### config.mk
export PLATFORM = sky130hd
export DESIGN_NAME = mfbr_ctrl
export DESIGN_NICKNAME = d
export VERILOG_FILES = /design/src/hw/rtl/mfbr_pkg.sv /design/src/hw/rtl/mfbr_ctrl.sv
export VERILOG_INCLUDE_DIRS = /design/src /design/src/hw/rtl
export SDC_FILE = /design/constraint.sdc
export NUM_CORES = 1
export LEC_CHECK = 0
export ABC_CLOCK_PERIOD_IN_PS = 1500
export BUFFER_PORTS_ARGS = -buffer_cell sky130_fd_sc_hd__buf_2
export CAP_MARGIN = 20
export CORE_AREA = 2 2 39 41
export DETAILED_ROUTE_END_ITERATION = 8
export DIE_AREA = 0 0 41 43
export HOLD_SLACK_MARGIN = 0.06
export PLACE_DENSITY = 0.35
export SYNTH_ARGS = -nofsm -noshare
export SYNTH_HDL_FRONTEND = slang
export SYNTH_SLANG_ARGS = --single-unit
### constraint.sdc
create_clock -name clk -period 1.5 [get_ports clk]
set_clock_uncertainty 0.15 [all_clocks]
set_input_delay 0.225 -clock clk [delete_from_list [all_inputs] [get_ports clk]]
set_output_delay 0.225 -clock clk [all_outputs]
set_load 0.02 [all_outputs]
### src/hw/rtl/msb_first_bit_reader_unit_macros.svh
// assertion macros shared by the bit reader modules
`ifndef MSB_FIRST_BIT_READER_UNIT_MACROS_SVH
`define MSB_FIRST_BIT_READER_UNIT_MACROS_SVH

// same-cycle implication, checked on clk while out of reset
`define MFBR_ASSERT_NOW(label, ante, cons) \
	label: assert property (@(posedge clk) disable iff (!arst_n) (ante) |-> (cons)) \
		else $error("bit reader check failed");

// next-cycle implication, checked on clk while out of reset
`define MFBR_ASSERT_NEXT(label, ante, cons) \
	label: assert property (@(posedge clk) disable iff (!arst_n) (ante) |=> (cons)) \
		else $error("bit reader check failed");

`endif

### src/hw/rtl/mfbr_pkg.sv
// shared types, codes and constants of the msb-first bit reader
package mfbr_pkg;

	// default sizing
	localparam int BUFFER_BYTES_DEF   = 1024;
	localparam int MAX_FIELD_BITS_DEF = 32;

	// fixed field widths
	localparam int ACT_W  = 3;
	localparam int ADDR_W = 10;
	localparam int BYTE_W = 8;
	localparam int POS_W  = 14;
	localparam int LEN_W  = 11;
	localparam int VAL_W  = 32;
	localparam int STS_W  = 2;

	// action codes
	typedef enum logic [ACT_W-1:0] {
		ACT_LOAD = 3'd0,
		ACT_READ = 3'd1,
		ACT_PEEK = 3'd2,
		ACT_SKIP = 3'd3,
		ACT_SEEK = 3'd4
	} action_t;

	// result status codes
	typedef enum logic [STS_W-1:0] {
		ST_OK      = 2'd0,
		ST_INVALID = 2'd1,
		ST_OVERRUN = 2'd2,
		ST_BOUNDS  = 2'd3
	} status_t;

	// controller to datapath commands
	typedef struct packed {
		logic accept;
		logic fetch;
		logic result;
	} cmd_t;

	// datapath to controller status
	typedef struct packed {
		logic need_fetch;
		logic last_fetch;
		logic out_free;
	} sts_t;

endpackage

### src/hw/rtl/mfbr_ctrl.sv
// controller state machine of the bit reader
`include "msb_first_bit_reader_unit_macros.svh"

module mfbr_ctrl import mfbr_pkg::*; (
	input  logic clk,
	input  logic arst_n,
	input  logic s_tvalid,
	output logic s_tready,
	input  sts_t sts,
	output cmd_t cmd
);

	typedef enum logic [1:0] {
		S_IDLE,
		S_FETCH,
		S_WAIT,
		S_RESULT
	} state_t;

	state_t state_q;
	state_t state_d;
	logic   ready_q;

	// next state
	always_comb begin
		state_d = state_q;
		case (state_q)
			S_IDLE: begin
				if (s_tvalid) begin
					state_d = sts.need_fetch ? S_FETCH : S_RESULT;
				end
			end
			S_FETCH: begin
				if (sts.last_fetch) begin
					state_d = S_WAIT;
				end
			end
			S_WAIT: begin
				state_d = S_RESULT;
			end
			S_RESULT: begin
				if (sts.out_free) begin
					state_d = S_IDLE;
				end
			end
			default: begin
				state_d = S_IDLE;
			end
		endcase
	end

	// state and registered ready
	always_ff @(posedge clk or negedge arst_n) begin
		if (!arst_n) begin
			state_q <= S_IDLE;
			ready_q <= 1'b1;
		end else begin
			state_q <= state_d;
			ready_q <= (state_d == S_IDLE);
		end
	end

	// command decode
	always_comb begin
		cmd.accept = ready_q && s_tvalid;
		cmd.fetch  = (state_q == S_FETCH);
		cmd.result = (state_q == S_RESULT) && sts.out_free;
	end

	assign s_tready = ready_q;

	`MFBR_ASSERT_NOW(a_ready_idle, 1'b1, ready_q == (state_q == S_IDLE))
	`MFBR_ASSERT_NEXT(a_fetch_follows, cmd.accept && sts.need_fetch, state_q == S_FETCH)
	`MFBR_ASSERT_NEXT(a_plain_to_result, cmd.accept && !sts.need_fetch, state_q == S_RESULT)

endmodule

# Word level (Yosys, flattened, before mapping)
# Index checks and enable logic that the tools add are counted.
# W data, S select, Z words.
# op_classes
n_eq_ne,3
mux,5
n_reduce_logical,4
# op_table
op,n
$mux W2,4
$pmux W2 S4,1
$eq A2 B2 Y1 const B,2
$logic_not A2 Y1,2
$eq A2 B1 Y1 const B,1
$logic_and A1 B1 Y1,2
# totals
word_cells,14
register_bits,3
in_bits,6
out_inout_bits,4

# Logic depth before layout (Yosys ltp)
# logic_depth
depth_word,4
depth_mapped,3
ltp_nobuf,3

# Worst setup path after synthesis
# OpenSTA, ideal clock, no wires.
# synth_timing
path_type,register to output
startpoint,"register ready_q, in the netlist s_tready"
endpoint,output port cmd[2] in the netlist's numbering
path_stages_with_launch,2
setup_slack_ps,314
arrival_time_ps,811
path_buffers,0
t_required_ps,1125
path_cell_list,dfstp_2 -> and2_1
# synth_rtl
item,line_no,source
start: declaration,mfbr_ctrl.sv:22,logic ready_q;
start signal: assignment,mfbr_ctrl.sv:59,ready_q <= (state_d == S_IDLE);
end: declaration,mfbr_ctrl.sv:10,output cmd_t cmd

==> impl_summary.txt <==
----------------------------------------------------
[Global routing]
  Maximum number of pins on one net before global-route repair ... 8
  GRT Resource Usage Total ... ~5.2%
  Wire length of the first global-routing pass ... 565 microns
  Vias in the first global route ... 150
  Number of antenna violations at the first check in global routing ... 0
  Grt ovf ... 0

[Drt]
  Routed length per placed instance ... between 7 and 8 microns
  Via count ... 149
  Residual antenna-violating net count after detailed routing ... 0
  Post-route DRC violation count ... 0
  Mean number of vias per cell ... between 3 and 4
  Initial DRC count ... 1
  Number of iterations in the first detailed-routing pass ... 3
  Total Wirelength ... about 360 microns

[Timing]
  Final critical-path setup slack ... 0.09838 ns
  Final number of max-transition violations ... 0
  Maximum achievable frequency ... 713.5 MHz
  Sum Neg Setup Slack ... 0 ns
  Final hold violation count ... 0
  Count of final setup violators ... 0
  RSZ-0062 raised after global routing ... no
  Final min period ... between 1 and 1.5 ns
  Transition time at the pin with the least slew margin ... between 0.2 and 0.25 ns
  Relative slew margins ... 84.29%
  Fin crit share ... between 90% and 100%

[Yosys]
  Synth top area share ... between 30% and 40%
  Post-synthesis instance area ... roughly 140 sq um
  Synthesized Nets ... 20
  Gate Count Post-Synth ... 14
  Register bit total from synthesis ... 3
  Distinct cell type count of the synthesized netlist ... 11
  Mean post-synth cell area ... a little under 10 sq um
  Area contributors post-synth ... sky130_fd_sc_hd__dfrtp_1 (36%), sky130_fd_sc_hd__dfstp_2 (19%), sky130_fd_sc_hd__nor2_1 (8.2%)
  Share of the yosys chip area belonging to registers ... a little under three fifths
  Synthesis warning total ... 0
  Cell accounting for the most synthesized area ... sky130_fd_sc_hd__dfrtp_1

[Worst setup path]
  Path depth of the worst reg2reg path ... 3
  Worst setup slack for register-to-register paths ... 0.44 ns
  Required time of the worst setup path ... between 1 and 1.5 ns
  CP Max Fanout ... 7
  Arr. time, crit path ... just over 1 ns
  Type of origin of the critical path ... flip-flop
  Endpoint type of the worst setup path ... output port
  Critical path type ... reg -> out

[Clock network]
  Cts bufs inserted ... 3
  H-tree lvl count ... 1
  Worst-case clock buffer depth ... 2
  Root buf cell ... sky130_fd_sc_hd__clkbuf_4
  Clk_lat worst skew ... around 0.23 ns
  Number of setup buffers added after CTS ... 0
  Clock tree from TritonCTS ... built
  Number of clock sinks ... 3
  Clock transition at path regs ... approximately 0.04 ns

[Placed design]
  Number of buffers added on ports ... 9
  Number of placed cells counting well taps ... 39
  DP Worst Slack ... roughly 0.31 ns
  Final GP Congestion ... ~0.6

[Status]
  Run status ... completed

[Hold path]
  Number of cells on the worst hold path ... 3
  Type of the worst min-delay path ... in -> reg

[Die]
  Initial core utilization ... around a tenth
  I/O pin cnt ... 10
  Core Rows ... 14
  Core Box Area ... 0.001384 sq mm
  Die boundary width ... slightly above 40 microns
  Die boundary height ... between 40 and 50 microns
  Overall die area ... approximately 0.0018 sq mm

[Power]
  Power density normalized to cell area ... a little under 2000 mW/mm^2
  Maximum vdd ir drop ... 0.0002465 V
  Leak ... around 0.12 nW
  Total power ... between 0.0004 and 0.0005 W

[Cells and area]
  Fraction of layout cells with a size suffix above 1 ... 48.28%
  Number of nets in the final layout ... 36
  Antenna diodes ... 0
  Filler cells ... between 150 and 200
  Final standard cell utilization of the core ... between 15 and 20%
  Area used by sequential logic in the layout ... 77.57 sq um
  Relative area change from synthesis to final layout ... 81.82%
  Multi-input logic area ... around 58 sq um
  Post-route non-filler standard cell count ... 45

[Run]
  Max-capacitance violation count ... 0

----------------------------------------------------
## final cells by class
cell class | count | area share, %
flip-flops and latches | 3 | 31.00
repair buffers | 11 | 26.00
multi-input cells | 10 | 23.00
clock buffers | 4 | 10.50
well taps | 16 | 8.000
inverters | 1 | 1.500
## logic make-up after synthesis
| logic type | synth area share, % |
|---|---|
| and+or+nand+nor | 20.91 |
| buffers and inverters | 2.725 |
| DFF | 55.46 |
| AOI/OAI and AO/OA | 20.91 |
## synthesized netlist by cell type
library cell,count
sky130_fd_sc_hd__nand3_1,1
sky130_fd_sc_hd__nor2_1,3
sky130_fd_sc_hd__a221oi_1,1
sky130_fd_sc_hd__nor2b_1,1
sky130_fd_sc_hd__and2_1,1
sky130_fd_sc_hd__inv_1,1
sky130_fd_sc_hd__o21a_1,1
sky130_fd_sc_hd__a21oi_1,1
sky130_fd_sc_hd__dfrtp_1,2
sky130_fd_sc_hd__dfstp_2,1
sky130_fd_sc_hd__o31ai_1,1
## sequential cells by signal, summed over array words and instances, names as in the netlist
signal and cells:
s_tready 1, state_q 2
## final timing paths
| check | startpoint | to |
|---|---|---|
| setup / recovery | state_q[0] | cmd[0] |
| hold / removal | sts[1] | state_q[1] |
| setup reg to reg | state_q[0] | state_q[1] |
| hold reg to reg | state_q[0] | s_tready |
| max in group asynchronous | arst_n | s_tready |
| min in group asynchronous | arst_n | state_q[1] |
## critical path: stages, from the launching register on
cell	delay (ns)
sky130_fd_sc_hd__dfrtp_2	0.43
sky130_fd_sc_hd__nand3_1	0.14
sky130_fd_sc_hd__inv_1	0.07
sky130_fd_sc_hd__buf_2	0.16
## timing repair
| action | 4_1_cts | 5_1_grt |
|---|---|---|
| resized for setup | 0 | 1 |
| endpoints found under the setup margin | 0 | 1 |
| endpoints found under the hold margin | 4 | 0 |
| hold buffers | 2 | 0 |
## layer usage
| layer | vias up | track usage, % | wire length [microns] |
|---|---|---|---|
| met2 | 5 | 6.250 | 171 |
| met1 | 65 | 5.502 | 145 |
| met3 | 0 | 4.712 | 39 |
| li1 | 79 | - | - |
| met4 | 0 | 4.000 | 0 |
| met5 | - | 0 | 0 |
## report_power, final
group / switching (W) / internal (W)
Sequential: 0.0000393 / 0.000130
Clock: 0.0000397 / 0.0000996
Combinational: 0.000107 / 0.0000766
## cells in the final DEF (no fill, tap or decap)
master                          instances
sky130_fd_sc_hd__clkbuf_4               3
sky130_fd_sc_hd__nand3_1                1
sky130_fd_sc_hd__and2_1                 1
sky130_fd_sc_hd__inv_1                  1
sky130_fd_sc_hd__buf_2                  9
sky130_fd_sc_hd__dfstp_2                1
sky130_fd_sc_hd__o31ai_1                1
sky130_fd_sc_hd__o21a_1                 1
sky130_fd_sc_hd__dfrtp_2                1
sky130_fd_sc_hd__nor2_1                 3
sky130_fd_sc_hd__nor2b_1                1
sky130_fd_sc_hd__a21oi_1                1
sky130_fd_sc_hd__dlygate4sd3_1          2
sky130_fd_sc_hd__clkbuf_1               1
sky130_fd_sc_hd__a221oi_1               1
sky130_fd_sc_hd__dfrtp_1                1
## per-stage QoR
| step | hold WS [ns] | instance area (sq um) |
|---|---|---|
| after detailed placement | -0.1280 | 202.7 |
| after floorplan | -0.2206 | 137.6 |
| after CTS | 0.1458 | 249.0 |
| final | 0.1462 | 250.2 |
| after global placement | -0.1260 | 202.7 |
| after global routing | 0.1638 | 250.2 |
(Power assumes the default switching activity.)
